--- config.mk ---
export PLATFORM = sky130hd
export DESIGN_NAME = char_lcd_nibble_write_sequencer_core
export DESIGN_NICKNAME = d
export VERILOG_FILES = /design/src/sv/lcdns_pkg.sv /design/src/sv/lcdns_fifo.sv /design/src/sv/lcdns_front.sv /design/src/sv/lcdns_back.sv /design/src/sv/char_lcd_nibble_write_sequencer_core.sv
export SDC_FILE = /design/constraint.sdc
export NUM_CORES = 1
export LEC_CHECK = 0
export ABC_AREA = 0
export ABC_CLOCK_PERIOD_IN_PS = 2800
export BUFFER_PORTS_ARGS = -buffer_cell sky130_fd_sc_hd__buf_4
export CAP_MARGIN = 40
export CELL_PAD_IN_SITES_DETAIL_PLACEMENT = 2
export CELL_PAD_IN_SITES_GLOBAL_PLACEMENT = 2
export CORE_MARGIN = 4
export CORE_UTILIZATION = 36
export DETAILED_ROUTE_END_ITERATION = 7
export PLACE_DENSITY = 0.86
export REMOVE_ABC_BUFFERS = 1
export SLEW_MARGIN = 20
export SYNTH_ARGS = -nofsm -noshare
export SYNTH_HDL_FRONTEND = slang
export SYNTH_HIERARCHICAL = 1
export SYNTH_SLANG_ARGS = --single-unit
--- constraint.sdc ---
create_clock -name i_clk -period 2.8 [get_ports i_clk]
set_clock_uncertainty 0.05 [all_clocks]
set_input_delay 0.56 -clock i_clk [delete_from_list [all_inputs] [get_ports i_clk]]
set_output_delay 0.56 -clock i_clk [all_outputs]
set_load 0.05 [all_outputs]
--- src/sv/lcdns_pkg.sv ---
// Shared types, codes and the init script for the character LCD write sequencer.
package lcdns_pkg;

    // Request codes as they arrive on the input side.
    localparam logic [1:0] REQ_TICK  = 2'd0;
    localparam logic [1:0] REQ_WRITE = 2'd1;
    localparam logic [1:0] REQ_MOVE  = 2'd2;
    localparam logic [1:0] REQ_INIT  = 2'd3;

    // Status codes returned with every result.
    localparam logic [1:0] ST_OK      = 2'd0;
    localparam logic [1:0] ST_BUSY    = 2'd1;
    localparam logic [1:0] ST_IGNORED = 2'd2;

    // Cursor move command bases and nibble mask.
    localparam logic [7:0] LINE0_BASE  = 8'h80;
    localparam logic [7:0] LINE1_BASE  = 8'hC0;
    localparam logic [7:0] NIBBLE_MASK = 8'h0F;

    // Register defaults.
    localparam logic [15:0] PULSE_RESET = 16'd20;
    localparam logic [15:0] WAIT_RESET  = 16'd50;

    localparam logic [3:0] SCRIPT_LEN = 4'd9;

    // Queue depths, as address bits.
    localparam int CMD_ADDR_BITS = 2;
    localparam int RES_ADDR_BITS = 2;

    // Classified command passed from the front end to the sequencer.
    typedef enum logic [1:0] {
        CMD_TICK,
        CMD_BYTE,
        CMD_INIT,
        CMD_BAD_MOVE
    } t_cmd_kind;

    typedef struct packed {
        t_cmd_kind  kind;
        logic [7:0] byte_value;
        logic       is_data;
    } t_cmd;

    typedef struct packed {
        logic [3:0] lcd_nibble;
        logic       lcd_rs;
        logic       lcd_en;
        logic       busy_res;
        logic [1:0] status;
    } t_result;

    typedef struct packed {
        logic       is_wait;
        logic [7:0] byte_value;
    } t_script_entry;

    // Power-up script: wait, 33, 32, 28, 0E, 01, wait, 06, wait.
    function automatic t_script_entry f_script_entry(input logic [3:0] idx);
        t_script_entry e;
        e.is_wait    = 1'b0;
        e.byte_value = 8'h00;
        case (idx)
            4'd0: e.is_wait = 1'b1;
            4'd1: e.byte_value = 8'h33;
            4'd2: e.byte_value = 8'h32;
            4'd3: e.byte_value = 8'h28;
            4'd4: e.byte_value = 8'h0E;
            4'd5: e.byte_value = 8'h01;
            4'd6: e.is_wait = 1'b1;
            4'd7: e.byte_value = 8'h06;
            4'd8: e.is_wait = 1'b1;
            default: e.is_wait = 1'b1;
        endcase
        return e;
    endfunction

endpackage

--- src/sv/lcdns_fifo.sv ---
// Small first-in first-out register queue used between the pipeline parts.
module lcdns_fifo #(
    parameter int WIDTH     = 8,
    parameter int ADDR_BITS = 2
) (
    input  logic             i_clk,
    input  logic             i_rst_n,
    input  logic             i_wr_en,
    input  logic [WIDTH-1:0] i_wr_data,
    output logic             o_full,
    input  logic             i_rd_en,
    output logic [WIDTH-1:0] o_rd_data,
    output logic             o_empty
);
    localparam int DEPTH = 1 << ADDR_BITS;

    logic [WIDTH-1:0]   r_mem [DEPTH];
    logic [ADDR_BITS:0] r_wr_ptr;
    logic [ADDR_BITS:0] r_rd_ptr;

    assign o_empty   = (r_wr_ptr == r_rd_ptr);
    assign o_full    = (r_wr_ptr[ADDR_BITS] != r_rd_ptr[ADDR_BITS]) &&
                       (r_wr_ptr[ADDR_BITS-1:0] == r_rd_ptr[ADDR_BITS-1:0]);
    assign o_rd_data = r_mem[r_rd_ptr[ADDR_BITS-1:0]];

    always_ff @(posedge i_clk) begin
        if (i_wr_en && !o_full) begin
            r_mem[r_wr_ptr[ADDR_BITS-1:0]] <= i_wr_data;
        end
    end

    always_ff @(posedge i_clk) begin
        if (!i_rst_n) begin
            r_wr_ptr <= '0;
            r_rd_ptr <= '0;
        end else begin
            if (i_wr_en && !o_full) begin
                r_wr_ptr <= r_wr_ptr + 1'b1;
            end
            if (i_rd_en && !o_empty) begin
                r_rd_ptr <= r_rd_ptr + 1'b1;
            end
        end
    end

endmodule

--- src/sv/lcdns_front.sv ---
// Front end: accepts request beats and classifies them into sequencer commands.
module lcdns_front import lcdns_pkg::*; #(
    parameter int COLUMNS = 16
) (
    input  logic       i_push,
    input  logic       i_cmd_full,
    input  logic [1:0] i_req_type,
    input  logic [7:0] i_byte_value,
    input  logic       i_is_data,
    input  logic [7:0] i_line_number,
    input  logic [7:0] i_column,
    output logic       o_cmd_wr,
    output t_cmd       o_cmd
);
    localparam logic [7:0] COL_LIMIT = 8'(COLUMNS);

    logic [7:0] move_base;
    logic       move_bad;

    assign o_cmd_wr  = i_push && !i_cmd_full;
    assign move_base = (i_line_number == 8'd0) ? LINE0_BASE : LINE1_BASE;
    assign move_bad  = (i_line_number > 8'd1) || (i_column >= COL_LIMIT);

    always_comb begin
        o_cmd.kind       = CMD_TICK;
        o_cmd.byte_value = i_byte_value;
        o_cmd.is_data    = i_is_data;
        case (i_req_type)
            REQ_TICK: begin
                o_cmd.kind = CMD_TICK;
            end
            REQ_WRITE: begin
                o_cmd.kind = CMD_BYTE;
            end
            REQ_MOVE: begin
                // Cursor moves are always commands, never data.
                o_cmd.kind       = move_bad ? CMD_BAD_MOVE : CMD_BYTE;
                o_cmd.byte_value = move_base + i_column;
                o_cmd.is_data    = 1'b0;
            end
            REQ_INIT: begin
                o_cmd.kind = CMD_INIT;
            end
            default: begin
                o_cmd.kind = CMD_TICK;
            end
        endcase
    end

endmodule

--- src/sv/lcdns_back.sv ---
// Back end: LCD pin nibble and init sequencer, one command a cycle while the result queue has room.
module lcdns_back import lcdns_pkg::*; (
    input  logic        i_clk,
    input  logic        i_rst_n,
    input  logic        i_cfg_wr_en,
    input  logic        i_cfg_index,
    input  logic [15:0] i_cfg_data,
    input  logic        i_cmd_empty,
    input  t_cmd        i_cmd,
    output logic        o_cmd_pop,
    input  logic        i_res_full,
    output logic        o_res_push,
    output t_result     o_res
);
    typedef enum logic [2:0] {
        PH_IDLE,
        PH_HI_EN,
        PH_HI_LOW,
        PH_LO_EN,
        PH_LO_LOW,
        PH_WAIT
    } t_phase;

    t_phase        r_phase,      n_phase;
    logic [15:0]   r_wait_count, n_wait_count;
    logic [7:0]    r_held_byte,  n_held_byte;
    logic          r_held_sel,   n_held_sel;
    logic [3:0]    r_init_step,  n_init_step;
    logic [3:0]    r_pin_nibble, n_pin_nibble;
    logic          r_pin_sel,    n_pin_sel;
    logic          r_pin_en,     n_pin_en;
    logic [15:0]   r_pulse_ticks;
    logic [15:0]   r_init_wait_ticks;

    logic [15:0]   pulse_len;
    logic [15:0]   init_len;
    logic [3:0]    step_inc;
    logic          step_start;
    logic [3:0]    step_sel;
    t_script_entry entry;
    logic [1:0]    status;

    assign o_cmd_pop  = !i_cmd_empty && !i_res_full;
    assign o_res_push = o_cmd_pop;

    // A zero length register behaves as one tick.
    assign pulse_len = (r_pulse_ticks == 16'd0) ? 16'd1 : r_pulse_ticks;
    assign init_len  = (r_init_wait_ticks == 16'd0) ? 16'd1 : r_init_wait_ticks;
    assign step_inc  = r_init_step + 4'd1;

    always_comb begin
        n_phase      = r_phase;
        n_wait_count = r_wait_count;
        n_held_byte  = r_held_byte;
        n_held_sel   = r_held_sel;
        n_init_step  = r_init_step;
        n_pin_nibble = r_pin_nibble;
        n_pin_sel    = r_pin_sel;
        n_pin_en     = r_pin_en;
        status       = ST_OK;
        step_start   = 1'b0;
        step_sel     = 4'd0;

        if (i_cmd.kind == CMD_TICK) begin
            if (r_phase != PH_IDLE) begin
                if (r_wait_count > 16'd1) begin
                    n_wait_count = r_wait_count - 16'd1;
                end else begin
                    case (r_phase)
                        PH_HI_EN: begin
                            n_pin_en     = 1'b0;
                            n_phase      = PH_HI_LOW;
                            n_wait_count = pulse_len;
                        end
                        PH_HI_LOW: begin
                            n_pin_nibble = r_held_byte[3:0];
                            n_pin_en     = 1'b1;
                            n_phase      = PH_LO_EN;
                            n_wait_count = pulse_len;
                        end
                        PH_LO_EN: begin
                            n_pin_en     = 1'b0;
                            n_phase      = PH_LO_LOW;
                            n_wait_count = pulse_len;
                        end
                        PH_LO_LOW, PH_WAIT: begin
                            n_wait_count = 16'd0;
                            if (r_init_step != 4'd0 && step_inc <= SCRIPT_LEN) begin
                                step_start = 1'b1;
                                step_sel   = step_inc;
                            end else begin
                                n_init_step = 4'd0;
                                n_phase     = PH_IDLE;
                            end
                        end
                        default: begin
                            n_phase      = PH_IDLE;
                            n_wait_count = 16'd0;
                            n_init_step  = 4'd0;
                            n_pin_en     = 1'b0;
                        end
                    endcase
                end
            end
        end else if (r_phase != PH_IDLE) begin
            status = ST_BUSY;
        end else begin
            case (i_cmd.kind)
                CMD_BYTE: begin
                    n_held_byte  = i_cmd.byte_value;
                    n_held_sel   = i_cmd.is_data;
                    n_pin_nibble = i_cmd.byte_value[7:4];
                    n_pin_sel    = i_cmd.is_data;
                    n_pin_en     = 1'b1;
                    n_phase      = PH_HI_EN;
                    n_wait_count = pulse_len;
                end
                CMD_INIT: begin
                    step_start = 1'b1;
                    step_sel   = 4'd1;
                end
                CMD_BAD_MOVE: begin
                    status = ST_IGNORED;
                end
                default: begin
                    status = ST_OK;
                end
            endcase
        end

        // Start of a script entry: either a timed wait or a command byte.
        entry = f_script_entry(step_sel - 4'd1);
        if (step_start) begin
            n_init_step = step_sel;
            if (entry.is_wait) begin
                n_pin_en     = 1'b0;
                n_phase      = PH_WAIT;
                n_wait_count = init_len;
            end else begin
                n_held_byte  = entry.byte_value;
                n_held_sel   = 1'b0;
                n_pin_nibble = entry.byte_value[7:4];
                n_pin_sel    = 1'b0;
                n_pin_en     = 1'b1;
                n_phase      = PH_HI_EN;
                n_wait_count = pulse_len;
            end
        end
    end

    always_comb begin
        o_res.lcd_nibble = n_pin_nibble;
        o_res.lcd_rs     = n_pin_sel;
        o_res.lcd_en     = n_pin_en;
        o_res.busy_res   = (n_phase != PH_IDLE);
        o_res.status     = status;
    end

    always_ff @(posedge i_clk) begin
        if (!i_rst_n) begin
            r_phase           <= PH_IDLE;
            r_wait_count      <= 16'd0;
            r_held_byte       <= 8'd0;
            r_held_sel        <= 1'b0;
            r_init_step       <= 4'd0;
            r_pin_nibble      <= 4'd0;
            r_pin_sel         <= 1'b0;
            r_pin_en          <= 1'b0;
            r_pulse_ticks     <= PULSE_RESET;
            r_init_wait_ticks <= WAIT_RESET;
        end else begin
            if (o_cmd_pop) begin
                r_phase      <= n_phase;
                r_wait_count <= n_wait_count;
                r_held_byte  <= n_held_byte;
                r_held_sel   <= n_held_sel;
                r_init_step  <= n_init_step;
                r_pin_nibble <= n_pin_nibble;
                r_pin_sel    <= n_pin_sel;
                r_pin_en     <= n_pin_en;
            end
            if (i_cfg_wr_en) begin
                if (i_cfg_index) begin
                    r_init_wait_ticks <= i_cfg_data;
                end else begin
                    r_pulse_ticks <= i_cfg_data;
                end
            end
        end
    end

endmodule

--- src/sv/char_lcd_nibble_write_sequencer_core.sv ---
// Top level of the character LCD 4-bit write sequencer.
//
// This block drives a character LCD of the common 4-bit bus kind. Each input beat is
// either a tick, which lets time pass, or a request: write one command or data byte,
// move the cursor (line 0 sends 0x80 plus the column, line 1 sends 0xC0 plus the
// column; other lines or columns not below COLUMNS are ignored with status 2), or run
// the power-up script (wait, 0x33, 0x32, 0x28, 0x0E, 0x01, wait, 0x06, wait). Every
// byte goes out high nibble first, EN high for pulse_ticks ticks and then low for
// pulse_ticks ticks. A request that arrives while a byte or the script is running is
// refused with status 1. Every input beat yields exactly one result beat that shows
// the pin levels, the busy flag and the status after that beat. A front end classifies
// each beat and writes it into a four-entry command queue; the sequencer behind it
// executes one command in every cycle while the result queue has room, and writes
// results into a four-entry result queue. The block therefore sustains one beat per
// clock cycle while results are popped. A result passes through the command queue and
// the result queue before it reaches the output ports, and is held up further when the
// consumer stops popping and the queues fill up. Register 0 is pulse_ticks (reset 20)
// and register 1 is init_wait_ticks (reset 50); a value of zero acts as one.
// Registers are to be written only while the block has no work outstanding.
module char_lcd_nibble_write_sequencer_core import lcdns_pkg::*; #(
    parameter int COLUMNS = 16
) (
    input  logic        i_clk,
    input  logic        i_rst_n,

    // Request side, queue style.
    input  logic        push,
    output logic        full,
    input  logic [1:0]  i_req_type,
    input  logic [7:0]  i_byte_value,
    input  logic        i_is_data,
    input  logic [7:0]  i_line_number,
    input  logic [7:0]  i_column,

    // Result side, queue style.
    output logic        empty,
    input  logic        pop,
    output logic [3:0]  o_lcd_nibble,
    output logic        o_lcd_rs,
    output logic        o_lcd_en,
    output logic        o_busy_res,
    output logic [1:0]  o_status,

    // Configuration write port.
    input  logic        i_cfg_wr_en,
    input  logic        i_cfg_index,
    input  logic [15:0] i_cfg_data
);
    t_cmd    front_cmd;
    logic    front_wr;
    t_cmd    queued_cmd;
    logic    cmd_empty;
    logic    cmd_pop;
    t_result back_res;
    logic    res_push;
    logic    res_full;
    t_result out_res;

    // Classification of incoming beats.
    lcdns_front #(
        .COLUMNS (COLUMNS)
    ) u_front (
        .i_push        (push),
        .i_cmd_full    (full),
        .i_req_type    (i_req_type),
        .i_byte_value  (i_byte_value),
        .i_is_data     (i_is_data),
        .i_line_number (i_line_number),
        .i_column      (i_column),
        .o_cmd_wr      (front_wr),
        .o_cmd         (front_cmd)
    );

    // The command queue decouples acceptance from execution; its full flag is
    // the block's full.
    lcdns_fifo #(
        .WIDTH     ($bits(t_cmd)),
        .ADDR_BITS (CMD_ADDR_BITS)
    ) u_cmd_fifo (
        .i_clk     (i_clk),
        .i_rst_n   (i_rst_n),
        .i_wr_en   (front_wr),
        .i_wr_data (front_cmd),
        .o_full    (full),
        .i_rd_en   (cmd_pop),
        .o_rd_data (queued_cmd),
        .o_empty   (cmd_empty)
    );

    // The sequencer only advances when its result has somewhere to go, so
    // back-pressure on the result side simply holds commands in the queue.
    lcdns_back u_back (
        .i_clk       (i_clk),
        .i_rst_n     (i_rst_n),
        .i_cfg_wr_en (i_cfg_wr_en),
        .i_cfg_index (i_cfg_index),
        .i_cfg_data  (i_cfg_data),
        .i_cmd_empty (cmd_empty),
        .i_cmd       (queued_cmd),
        .o_cmd_pop   (cmd_pop),
        .i_res_full  (res_full),
        .o_res_push  (res_push),
        .o_res       (back_res)
    );

    lcdns_fifo #(
        .WIDTH     ($bits(t_result)),
        .ADDR_BITS (RES_ADDR_BITS)
    ) u_res_fifo (
        .i_clk     (i_clk),
        .i_rst_n   (i_rst_n),
        .i_wr_en   (res_push),
        .i_wr_data (back_res),
        .o_full    (res_full),
        .i_rd_en   (pop),
        .o_rd_data (out_res),
        .o_empty   (empty)
    );

    assign o_lcd_nibble = out_res.lcd_nibble;
    assign o_lcd_rs     = out_res.lcd_rs;
    assign o_lcd_en     = out_res.lcd_en;
    assign o_busy_res   = out_res.busy_res;
    assign o_status     = out_res.status;

endmodule

==> key figures, run 1 <==
Run status
  – Outcome: complete, but fails checks
  – Violated checks: negative setup slack

Floorplan
  – Core Area: approximately 22,000 um^2
  – Die height: about 160 um
  – Chip width: approximately 160 um
  – Initial core utilization: approximately 37%
  – Core Rows: 54
  – I/O Pins: 60
  – Die ar.: between 20,000 and 25,000 um^2

Clock tree
  – CTS root buffer: clkbuf_16
  – Clk sink count: 161
  – Clk slew on worst S/H paths: about 70 ps
  – Skew-Pair Late Insertion Delay: 450 ps
  – Hold buffer count at cts: 0
  – CTS max path bufs: 2
  – CTS Buf Count: 17
  – CTS tree: yes
  – CTS HTree Levels: 4

Power
  – Comb pwr share: 54.1%
  – Power per Cell Area: about 1300 nW/um^2
  – Clk pwr share: between 10% and 20%
  – Pint: 7.17 mW
  – Worst vdd ir: roughly 530 uV
  – Switch Pwr: 6.15 mW
  – Flop pwr share: 27.4%
  – Switch share: 46.2%
  – Power, Total: about 13 mW
  – Leak: a little under 4 nW

Route
  – Pre-antenna DRT Iters: 5
  – DR WL/cell: 29.4 um
  – DR vias/cell: 6.26
  – Final ANT Viol Nets: 0
  – DRC: 0
  – Via count: 7,449
  – DRT iter0 DRCs: a little over 600
  – DRT Wirelength: about 35,000 um

Yosys
  – Post-Syn Instances: about 780
  – Cell taking the most area after synthesis: edfxtp_1
  – Syn. warnings: 6
  – Top cells by area, synth: edfxtp_1, dfxtp_1, mux4_2
  – Syn Area/Cell: about 10 um^2
  – Synth Cell Area: roughly 8100 um^2
  – FF+latch count, synth: approximately 160
  – Yosys top cell area share: between 20 and 30%
  – Seq/Total Area, Yosys: approximately half
  – EDFF count, synth: 80
  – Synth Flop Type: dfxtp_1
  – Yosys cell types: approximately 70
  – Ys async rst share: 0%

Setup path
  – CP required: between 3000 and 4000 ps
  – Worst Path Arrival: around 3300 ps
  – CP max FO: 5
  – WS Path Type: reg -> reg
  – R2r setup slk: -210 ps
  – Critical Path End Type: flop
  – CP Launch Type: flop

Global routing
  – Initial antenna violation count: 0
  – Largest net degree at the start of global routing: 36
  – Total track usage: about a quarter
  – Grt total ovfl: 0
  – Vias in the first global route: just under 8,000
  – Global-route wire length before repair: 47,500 um

Hold path
  – Hold crit path type: in -> reg

STA
  – Finish-stage setup viols: 55
  – Min Tclk post-route: around 3000 ps
  – Fmax: between 0.3 and 0.4 GHz
  – Fin. max-slew vios: 0
  – Max_slew headroom: 31.6%
  – Final hold vios: 0
  – TNS Setup: -3300 ps
  – Worst-margin pin slew: around 1000 ps
  – Hold_ws: about 280 ps
  – Final worst slack: -215 ps
  – Final Cycle Share: 108%
  – RSZ-0062 raised after global routing: true

Layout
  – Area Overhead vs Synth: 24.9%
  – # fillers: ~2,200
  – Final #Nets: around 960
  – Fraction of layout cells with a size suffix above 1: between 20% and 30%
  – N_diodes: 0

Placement
  – Hpwl dp: roughly 20,000 um
  – PortBufs: 59
  – Placer Congestion: 0.833

Job
  – Number of max-cap violations: 0
==> metal layers <==
| metal | global-route usage, % | routed length [um] | vias up |
|---|---|---|---|
| met5 | 0 | 0 | - |
| met4 | 12.0 | 1590 | 0 |
| met3 | 3.96 | 1800 | 113 |
| met2 | 43.9 | 17600 | 362 |
| met1 | 30.0 | 14000 | 3826 |
| li1 | - | - | 3148 |
==> stage by stage <==
| stage | area [um^2] | cells | utilization, % | setup WS (ps) |
|---|---|---|---|---|
| floorplan | 7860 | 736 | - | -488 |
| global placement | 9230 | 1150 | 42.0 | 21.1 |
| detailed placement | 9230 | 1150 | 42.0 | -125 |
| CTS | 9890 | 1184 | 45.0 | -34.4 |
| global route | 10100 | 1190 | 46.0 | -253 |
| finish | 10100 | 1190 | 46.0 | -215 |
==> registers in the layout, summed over array words and instances, names as in the netlist, 3 cells and up, named ones only <==
register / cells
u_back/r_held_byte: 4
u_back/r_init_step: 4
u_back/r_init_wait_ticks: 16
u_back/r_phase: 3
u_back/r_pin_nibble: 4
u_back/r_pulse_ticks: 16
u_back/r_wait_count: 16
u_cmd_fifo/r_mem: 44
u_cmd_fifo/r_rd_ptr: 3
u_cmd_fifo/r_wr_ptr: 3
u_res_fifo/r_mem: 36
u_res_fifo/r_rd_ptr: 3
u_res_fifo/r_wr_ptr: 3
==> placed cells by master, fill, tap and decap left out, drive strengths merged, types with 10 or more instances in the layout <==
| cell | instances |
|---|---|
| a21oi | 46 |
| a22oi | 16 |
| a31oi | 13 |
| and2 | 11 |
| buf | 142 |
| clkbuf | 19 |
| dfxtp | 81 |
| edfxtp | 80 |
| ha | 18 |
| inv | 25 |
| mux2i | 14 |
| mux4 | 20 |
| nand2 | 109 |
| nand3 | 37 |
| nor2 | 42 |
| nor3 | 26 |
| o21ai | 40 |
| or4 | 10 |
| xnor2 | 16 |
| xor2 | 10 |
==> worst max-delay path: stages (launching register included) <==
cell      delay (ps)
edfxtp_1         470
mux4_2           530
buf_4            180
nor3_1           370
nand4_1          300
o21ai_2          480
o21ai_0          230
a31oi_1          230
nand2_1           70
==> layout make-up <==
type	count	area (um^2)	share of cell area [%]
Sequential cell	161	4040	39.9
Multi-Input combinational cell	553	3940	39.0
Timing Repair Buffer	142	1090	10.8
Clock buffer	19	453	4.48
Tap cell	280	350	3.47
Clock inverter	13	148	1.46
Inverter	22	82.6	0.818
==> worst paths after layout <==
kind,from,end,depth (start not counted)
setup / recovery,u_cmd_fifo/r_mem[2][10]$_DFFE_PP_,u_back/r_wait_count[5]$_SDFFE_PN0P_,8
hold / removal,i_cfg_data[5],u_back/r_init_wait_ticks[5]$_SDFFE_PN1P_,3
setup reg to reg,u_cmd_fifo/r_mem[2][10]$_DFFE_PP_,u_back/r_wait_count[5]$_SDFFE_PN0P_,8
hold reg to reg,u_back/r_init_wait_ticks[0]$_SDFFE_PN0P_,u_back/r_init_wait_ticks[0]$_SDFFE_PN0P_,2
==> power by group through the flow <==
stage	registers (mW)	clock network (mW)	logic (mW)
3_5_place_dp	3.62	0	6.12
4_1_cts	3.60	2.46	6.41
2_1_floorplan	3.55	0	3.62
3_3_place_gp	3.55	0	5.73
5_1_grt	3.69	2.59	7.50
6_report	3.65	2.46	7.21
==> Yosys cell counts (all sizes together) (11+ instances only) <==
cell type	instances
nor2	42
xnor2	16
a22oi	16
o21ai	40
a21oi	46
buf	15
mux4	20
edfxtp	80
ha	18
a31oi	13
mux2i	14
nand3	37
inv	20
and2	11
nand2	109
nor3	26
dfxtp	81
clkbuf	28
==> kinds of logic (layout without fill, tap and decap cells) <==
family                     after synthesis  count (layout)  synth area share, %
adders and majority gates               18              18                 2.79
buffers and inverters                   65             196                 3.79
and+or+nand+nor                        291             291                 18.0
xor gates and xnor gates                26              26                 2.82
AOI/OAI and AO/OA                      176             176                 14.4
muxes                                   42              42                 8.42
DFF                                    161             161                 49.8
==> what timing repair did <==
action / CTS / global route
endpoints found under the setup margin: 50 / 74
hold endpoints to repair: 0 / 0
gates resized for setup: 17 / 40
buffers inserted: 2 / 6
pin swaps: 5 / 11
No activity file was read; power rests on OpenSTA's default activity.
==> inputs of run 2 (changes only) <==
SETUP_SLACK_MARGIN = 0.1   (was unset)
==> run 2 against run 1 <==
The flow still finishes with violations (negative setup slack). Die area unchanged. Total power up 4.9%. Worst setup slack better by 81 ps. Final cell count up 0.76%. Design area up 2.6%. Register-to-register slack better by 80 ps. Core utilization up 1.2 points. Sequential share of layout area down 1.0 points. Critical endpoint is now u_back/r_wait_count[15]$_SDFFE_PN0P_. Highest routed layer unchanged.
==> key figures, run 2 (synthesis gave the netlist of run 1 again) <==
Route
  – DRT Wirelength: 38,000 um (was 35,000 um)
  – Pre-antenna DRT Iters: 5 (unchanged)
  – DR WL/cell: 31.7 um (was 29.4 um)
  – DR vias/cell: 6.44 (was 6.26)
  – DRC: 0 (unchanged)
  – Via count: 7,718 (was 7,449)
  – Final ANT Viol Nets: 0 (unchanged)
  – DRT iter0 DRCs: 798 (was 617)

Placement
  – Placer Congestion: 0.833 (unchanged)
  – Placement Setup Slack: -125 ps (unchanged)
  – Placed instance count: 1,150 (unchanged)
  – Hpwl dp: 20,500 um (unchanged)
  – PortBufs: 59 (unchanged)
  – Placed cell areas: 9230 um^2 (unchanged)

Clock tree
  – Skew-Pair Late Insertion Delay: 460 ps (was 450 ps)
  – CTS root buffer: clkbuf_16 (unchanged)
  – CTS max path bufs: 2 (unchanged)
  – CTS HTree Levels: 4 (unchanged)
  – CTS tree: yes (unchanged)
  – Clk slew on worst S/H paths: 70 ps (about the same)
  – Clk sink count: 161 (unchanged)
  – CTS Buf Count: 17 (unchanged)

Layout
  – Final #Nets: 973 (was 964)
  – Cell area after layout: 10,400 um^2 (was 10,100 um^2)
  – # fillers: 2,167 (was 2,176)
  – Area Overhead vs Synth: 28.2% (was 24.9%)
  – Final cell count without fillers: 1,199 (was 1,190)
  – N_diodes: 0 (unchanged)
  – Commonest non-fill, non-tap cell in the layout: buf_4 (unchanged)
  – Max FFs per register: 44 (unchanged)
  – Reg area: 4040 um^2 (about the same)
  – Fraction of layout cells with a size suffix above 1: 32.4% (was 28.8%)
  – Area of the multi-input gates: 4110 um^2 (was 3940 um^2)
  – Most frequent cells in the layout: buf_4, nand2_1, edfxtp_1 (unchanged)

STA
  – Fmax: 0.341 GHz (was 0.332 GHz)
  – Final hold vios: 0 (unchanged)
  – Final Cycle Share: 105% (was 108%)
  – Hold_ws: 273 ps (was 283 ps)
  – Max_slew headroom: 4.52% (was 31.6%)
  – Min Tclk post-route: 2930 ps (was 3010 ps)
  – Final worst slack: -134 ps (was -215 ps)
  – Fin. max-slew vios: 0 (unchanged)
  – RSZ-0062 raised after global routing: true (unchanged)
  – Worst-margin pin slew: 1420 ps (was 1020 ps)
  – Finish-stage setup viols: 37 (was 55)

Floorplan
  – Die ar.: 24,900 um^2 (unchanged)
  – Initial core utilization: 36.8% (unchanged)
  – Chip width: 158 um (unchanged)
  – Core Area: 22,000 um^2 (unchanged)
  – Die height: 158 um (unchanged)
  – I/O Pins: 60 (unchanged)
  – Core Rows: 54 (unchanged)

Setup path
  – Slowest-stage cell, CP: mux4_2 (unchanged)
  – CP required: 3060 ps (was 3090 ps)
  – CP Buf/Inv Count: 1 (unchanged)
  – WS Path Type: reg -> reg (unchanged)
  – Worst Path Arrival: 3190 ps (was 3300 ps)
  – Critical Path End Type: flop (unchanged)
  – Crit path cell chain: mux4_2 > nor3_1 > nand4_1 > and4bb_2 > o22ai_4 > nand3b_4 > buf_12 > mux2i_1 > o221ai_1 (was mux4_2 > buf_4 > nor3_1 > nand4_1 > o21ai_2 > o21ai_0 > a31oi_1 > nand2_1)
  – CP Launch Type: flop (unchanged)
  – CP max FO: 8 (was 5)
  – Crit path max-delay family: simple AND/OR/NAND/NOR gates (was compound AO/OA/AOI/OAI gates)
  – R2r setup slk: -130 ps (was -210 ps)
  – Max incr delay on CP: 570 ps (was 530 ps)

Global routing
  – Initial antenna violation count: 0 (unchanged)
  – Largest net degree at the start of global routing: 36 (unchanged)
  – Vias in the first global route: 8,114 (was 7,908)
  – Total track usage: 27.0% (was 25.1%)
  – Global-route wire length before repair: 50,700 um (was 47,500 um)
  – Grt total ovfl: 0 (unchanged)

Power
  – Power per Cell Area: 1350 nW/um^2 (was 1320 nW/um^2)
  – Pint: 7.40 mW (was 7.17 mW)
  – Leak: 3.95 nW (was 3.87 nW)
  – Worst vdd ir: 548 uV (was 530 uV)
  – Flop pwr share: 26.3% (was 27.4%)
  – Switch Pwr: 6.57 mW (was 6.15 mW)
  – Comb pwr share: 56.1% (was 54.1%)
  – Power, Total: 14.0 mW (was 13.3 mW)
  – Switch share: 47.0% (was 46.2%)
  – Clk pwr share: 17.6% (was 18.5%)

Hold path
  – Hold crit path type: in -> reg (unchanged)

Job
  – Number of max-cap violations: 0 (unchanged)

Run status
  – Outcome: complete, but fails checks (unchanged)
  – Violated checks: negative setup slack (unchanged)
[run 2: cell types whose count changed in the layout (fill, tap and decap cells not counted), moves of 3 or more]
cell	delta
a211oi_1	-3
buf_6	+5
nor2_1	-7
nor2_2	+7
o21ai_0	-6
o21ai_1	+6
or2_2	-4
or2_4	+4
[run 2: timing repair]
| action | 4_1_cts | 5_1_grt |
|---|---|---|
| cloned | 0 | 1 |
| setup endpoints to repair | 54 | 116 |
| resized for setup | 40 | 69 |
| setup buffers | 9 | 7 |
| hold buffers | 0 | 0 |
| pin swaps | 10 | 17 |
[run 2: power by group through the flow]
stage / Combinational [mW] / Sequential, mW / Clock, mW
2_1_floorplan: 3.62 / 3.55 / 0
3_3_place_gp: 5.73 / 3.55 / 0
3_5_place_dp: 6.12 / 3.62 / 0
4_1_cts: 6.61 / 3.61 / 2.46
5_1_grt: 8.10 / 3.70 / 2.61
6_report: 7.84 / 3.67 / 2.46
[run 2: worst min-delay path, cell delays in order]
cell and delay, ps:
buf_4 80, nand2_1 40, nand3_1 60
[run 2: final timing paths]
path,startpoint,to,depth (start not counted)
min reg2reg,u_back/r_init_wait_ticks[0]$_SDFFE_PN0P_,u_back/r_init_wait_ticks[0]$_SDFFE_PN0P_,2
max,u_cmd_fifo/r_mem[1][9]$_DFFE_PP_,u_back/r_wait_count[15]$_SDFFE_PN0P_,9
max reg2reg,u_cmd_fifo/r_mem[1][9]$_DFFE_PP_,u_back/r_wait_count[15]$_SDFFE_PN0P_,9
min,i_cfg_data[5],u_back/r_init_wait_ticks[5]$_SDFFE_PN1P_,3
[run 2: final cells by class]
cell class	instances	area share [%]
inverter	22	0.797
sequential	161	38.9
clock buffer	19	4.37
timing repair buffer	151	11.5
multi-input combinational	553	39.6
clock inverter	13	1.42
tap	280	3.38
[run 2: metrics by stage]
stage          util [%]  setup TNS, ps
6_report           47.2          -1520
5_1_grt            47.2          -2710
4_1_cts            45.7              0
3_5_place_dp       42.0          -2180
3_3_place_gp       42.0              0
2_1_floorplan         -         -16380
[run 2: routing by layer]
layer | track usage [%] | vias to the layer above | wire length (um)
met2 | 47.8 | 419 | 18800
met5 | 0 | - | 0
met1 | 31.8 | 3958 | 14800
met4 | 12.9 | 0 | 2420
li1 | - | 3172 | -
met3 | 4.32 | 169 | 2030
==> inputs of run 3 (changes only) <==
SKIP_CTS_REPAIR_TIMING = 1   (was unset)
SYNTH_HIERARCHICAL = unset   (was 1)
==> run 3 against run 2 <==
The flow still finishes with violations (negative setup slack). Fmax decreased by 4.3%. Synthesized area is 4.7% lower. Synthesized cell count down 9.6%. Combinational power fell by 32%. Total power decreased by 19%. Critical path depth is the same. Die area decreased by 4.4%. Worst setup slack got worse by 130 ps. Wire length decreased by 21%. Count of clock-buffer cells in the layout shrank 2. First-iteration DRC count shrank 25%. Clock power about the same.
==> key figures, run 3 <==
Layout
  – Area Overhead vs Synth: 26.9% (was 28.2%)
  – Final #Nets: 858 (was 973)
  – Commonest non-fill, non-tap cell in the layout: nand2_1 (was buf_4)
  – Final cell count without fillers: 1,078 (was 1,199)
  – # fillers: 2,098 (was 2,167)
  – Util after Layout: 46.5% (was 47.2%)
  – Reg area: 4040 um^2 (about the same)
  – Cell area after layout: 9780 um^2 (was 10,400 um^2)
  – Fraction of layout cells with a size suffix above 1: 30.4% (was 32.4%)
  – Area of the multi-input gates: 3860 um^2 (was 4110 um^2)
  – Most frequent cells in the layout: nand2_1, buf_4, edfxtp_1 (was buf_4, nand2_1, edfxtp_1)
  – Max FFs per register: 44 (unchanged)
  – N_diodes: 0 (unchanged)

Setup path
  – Critical Path End Type: flop (unchanged)
  – CP Launch Type: flop (unchanged)
  – FF-to-FF path depth: 9 (unchanged)
  – Worst Path Arrival: 3370 ps (was 3190 ps)
  – WS Path Type: reg -> reg (unchanged)
  – CP required: 3100 ps (was 3060 ps)
  – CP max FO: 5 (was 8)

Run status
  – Outcome: complete, but fails checks (unchanged)
  – Violated checks: negative setup slack (unchanged)

Clock tree
  – CTS Buf Count: 17 (unchanged)
  – Skew-Pair Late Insertion Delay: 440 ps (was 460 ps)
  – CTS root buffer: clkbuf_16 (unchanged)
  – Clk slew on worst S/H paths: 70 ps (about the same)
  – CTS tree: yes (unchanged)
  – Clk sink count: 161 (unchanged)
  – CTS max path bufs: 2 (unchanged)
  – CTS HTree Levels: 4 (unchanged)

Route
  – DR WL/cell: 27.8 um (was 31.7 um)
  – Via count: 6,405 (was 7,718)
  – DRT iter0 DRCs: 595 (was 798)
  – DR vias/cell: 5.94 (was 6.44)
  – DRC: 0 (unchanged)
  – Pre-antenna DRT Iters: 5 (unchanged)
  – Final ANT Viol Nets: 0 (unchanged)
  – DRT Wirelength: 30,000 um (was 38,000 um)

Yosys
  – Seq/Total Area, Yosys: 52.2% (was 49.8%)
  – Yosys top cell area share: 31.2% (was 29.7%)
  – FF+latch count, synth: 161 (unchanged)
  – Synth Flop Type: dfxtp_1 (unchanged)
  – Most common cell in the netlist: nand2_1 (unchanged)
  – Yosys cell types: 78 (was 69)
  – Top post-synthesis cells by count: nand2_1, dfxtp_1, edfxtp_1 (unchanged)
  – Post-Syn Instances: 704 (was 779)
  – Syn Area/Cell: 10.9 um^2 (was 10.4 um^2)
  – Synth Cell Area: 7710 um^2 (was 8090 um^2)
  – Syn. warnings: 0 (was 6)
  – EDFF count, synth: 80 (unchanged)
  – Cell taking the most area after synthesis: edfxtp_1 (unchanged)
  – Top cells by area, synth: edfxtp_1, dfxtp_1, mux4_2 (unchanged)
  – Ys async rst share: 0% (unchanged)

STA
  – Worst-margin pin slew: 777 ps (was 1420 ps)
  – Fmax: 0.326 GHz (was 0.341 GHz)
  – Max_slew headroom: 48.2% (was 4.52%)
  – Min Tclk post-route: 3070 ps (was 2930 ps)
  – Final hold vios: 0 (unchanged)
  – Fin. max-slew vios: 0 (unchanged)
  – TNS Setup: -2210 ps (was -1520 ps)
  – Final Cycle Share: 110% (was 105%)
  – RSZ-0062 raised after global routing: true (unchanged)
  – Hold_ws: 325 ps (was 273 ps)
  – Final worst slack: -267 ps (was -134 ps)
  – Finish-stage setup viols: 29 (was 37)

Job
  – Number of max-cap violations: 0 (unchanged)

Floorplan
  – Core Rows: 53 (was 54)
  – Initial core utilization: 36.7% (was 36.8%)
  – I/O Pins: 60 (unchanged)
  – Core Area: 21,000 um^2 (was 22,000 um^2)
  – Die ar.: 23,800 um^2 (was 24,900 um^2)
  – Die height: 154 um (was 158 um)
  – Chip width: 154 um (was 158 um)

Placement
  – Placement Setup Slack: -132 ps (was -125 ps)
  – Hpwl dp: 17,300 um (was 20,500 um)
  – Placed cell areas: 8590 um^2 (was 9230 um^2)
  – PortBufs: 59 (unchanged)
  – Placer Congestion: 0.864 (was 0.833)
  – Placed instance count: 1,030 (was 1,150)

Global routing
  – Grt total ovfl: 0 (unchanged)
  – Vias in the first global route: 6,786 (was 8,114)
  – Initial antenna violation count: 0 (unchanged)
  – Total track usage: 20.8% (was 27.0%)
  – Global-route wire length before repair: 39,400 um (was 50,700 um)
  – Largest net degree at the start of global routing: 81 (was 36)

Power
  – Worst vdd ir: 441 uV (was 548 uV)
  – Power, Total: 11.3 mW (was 14.0 mW)
  – Power per Cell Area: 1150 nW/um^2 (was 1350 nW/um^2)
  – Leak: 3.61 nW (was 3.95 nW)

Hold path
  – Worst hold stages: 3 (unchanged)
  – Hold crit path type: in -> reg (unchanged)
-- run 3: cell types whose count changed after synthesis, moves of 10 or more --
cell / delta
a21oi_1: -18
nand3_1: -20
a22oi_1: -15
nor3_1: -13
and2_1: +10
a21boi_0: +29
o21ai_0: -10
a221oi_1: +14
-- run 3: path summary, 6_finish.rpt --
| path | endpoint | from | slack, ps |
|---|---|---|---|
| worst max-delay path | u_back.r_held_byte[2]$_SDFFE_PN0P_ | u_back.r_wait_count[14]$_SDFFE_PN0P_ | -270 |
| worst min-delay path | u_back.r_init_wait_ticks[1]$_SDFFE_PN1P_ | i_cfg_data[1] | 320 |
| worst max register to register | u_back.r_held_byte[2]$_SDFFE_PN0P_ | u_back.r_wait_count[14]$_SDFFE_PN0P_ | -270 |
| worst min register to register | u_back.r_wait_count[6]$_SDFFE_PN0P_ | u_back.r_init_wait_ticks[6]$_SDFFE_PN0P_ | 450 |
-- run 3: layer usage --
metal  wire [um]  track usage [%]
met1       12000             25.7
met2       15500             36.5
met3        1410             3.97
met4        1040             7.15
met5           0                0
-- run 3: report_power, final --
group,switching [mW],internal (mW),leakage [nW]
Sequential,0.419,3.06,1.41
Combinational,3.33,2.03,1.91
Clock,1.10,1.34,0.291
Total,4.85,6.44,3.61
-- run 3: kinds of logic (layout without fill, tap and decap cells) --
group | count (synthesis) | in the layout | share of synthesized area [%]
AOI/OAI and AO/OA | 149 | 149 | 13.7
xor gates and xnor gates | 32 | 32 | 3.83
adders and majority gates | 19 | 19 | 3.08
buffers and inverters | 57 | 156 | 2.91
DFF | 161 | 161 | 52.2
muxes | 34 | 34 | 7.95
and+or+nand+nor | 252 | 252 | 16.3
-- run 3: worst max-delay path, cell delays in order (launching register included) --
cell	delay, ps
dfxtp_2	350
or3_4	410
or4_4	550
nor3_4	270
buf_6	170
nand3_4	90
buf_6	170
o32ai_1	450
nand2b_1	190
a31oi_1	270
-- run 3: cell type report --
type	instances	area share [%]
Multi-Input combinational cell	486	39.5
Clock buffer	17	4.35
Sequential cell	161	41.3
Timing Repair Buffer	107	8.95
Tap cell	275	3.52
Clock inverter	15	1.73
Inverter	17	0.678
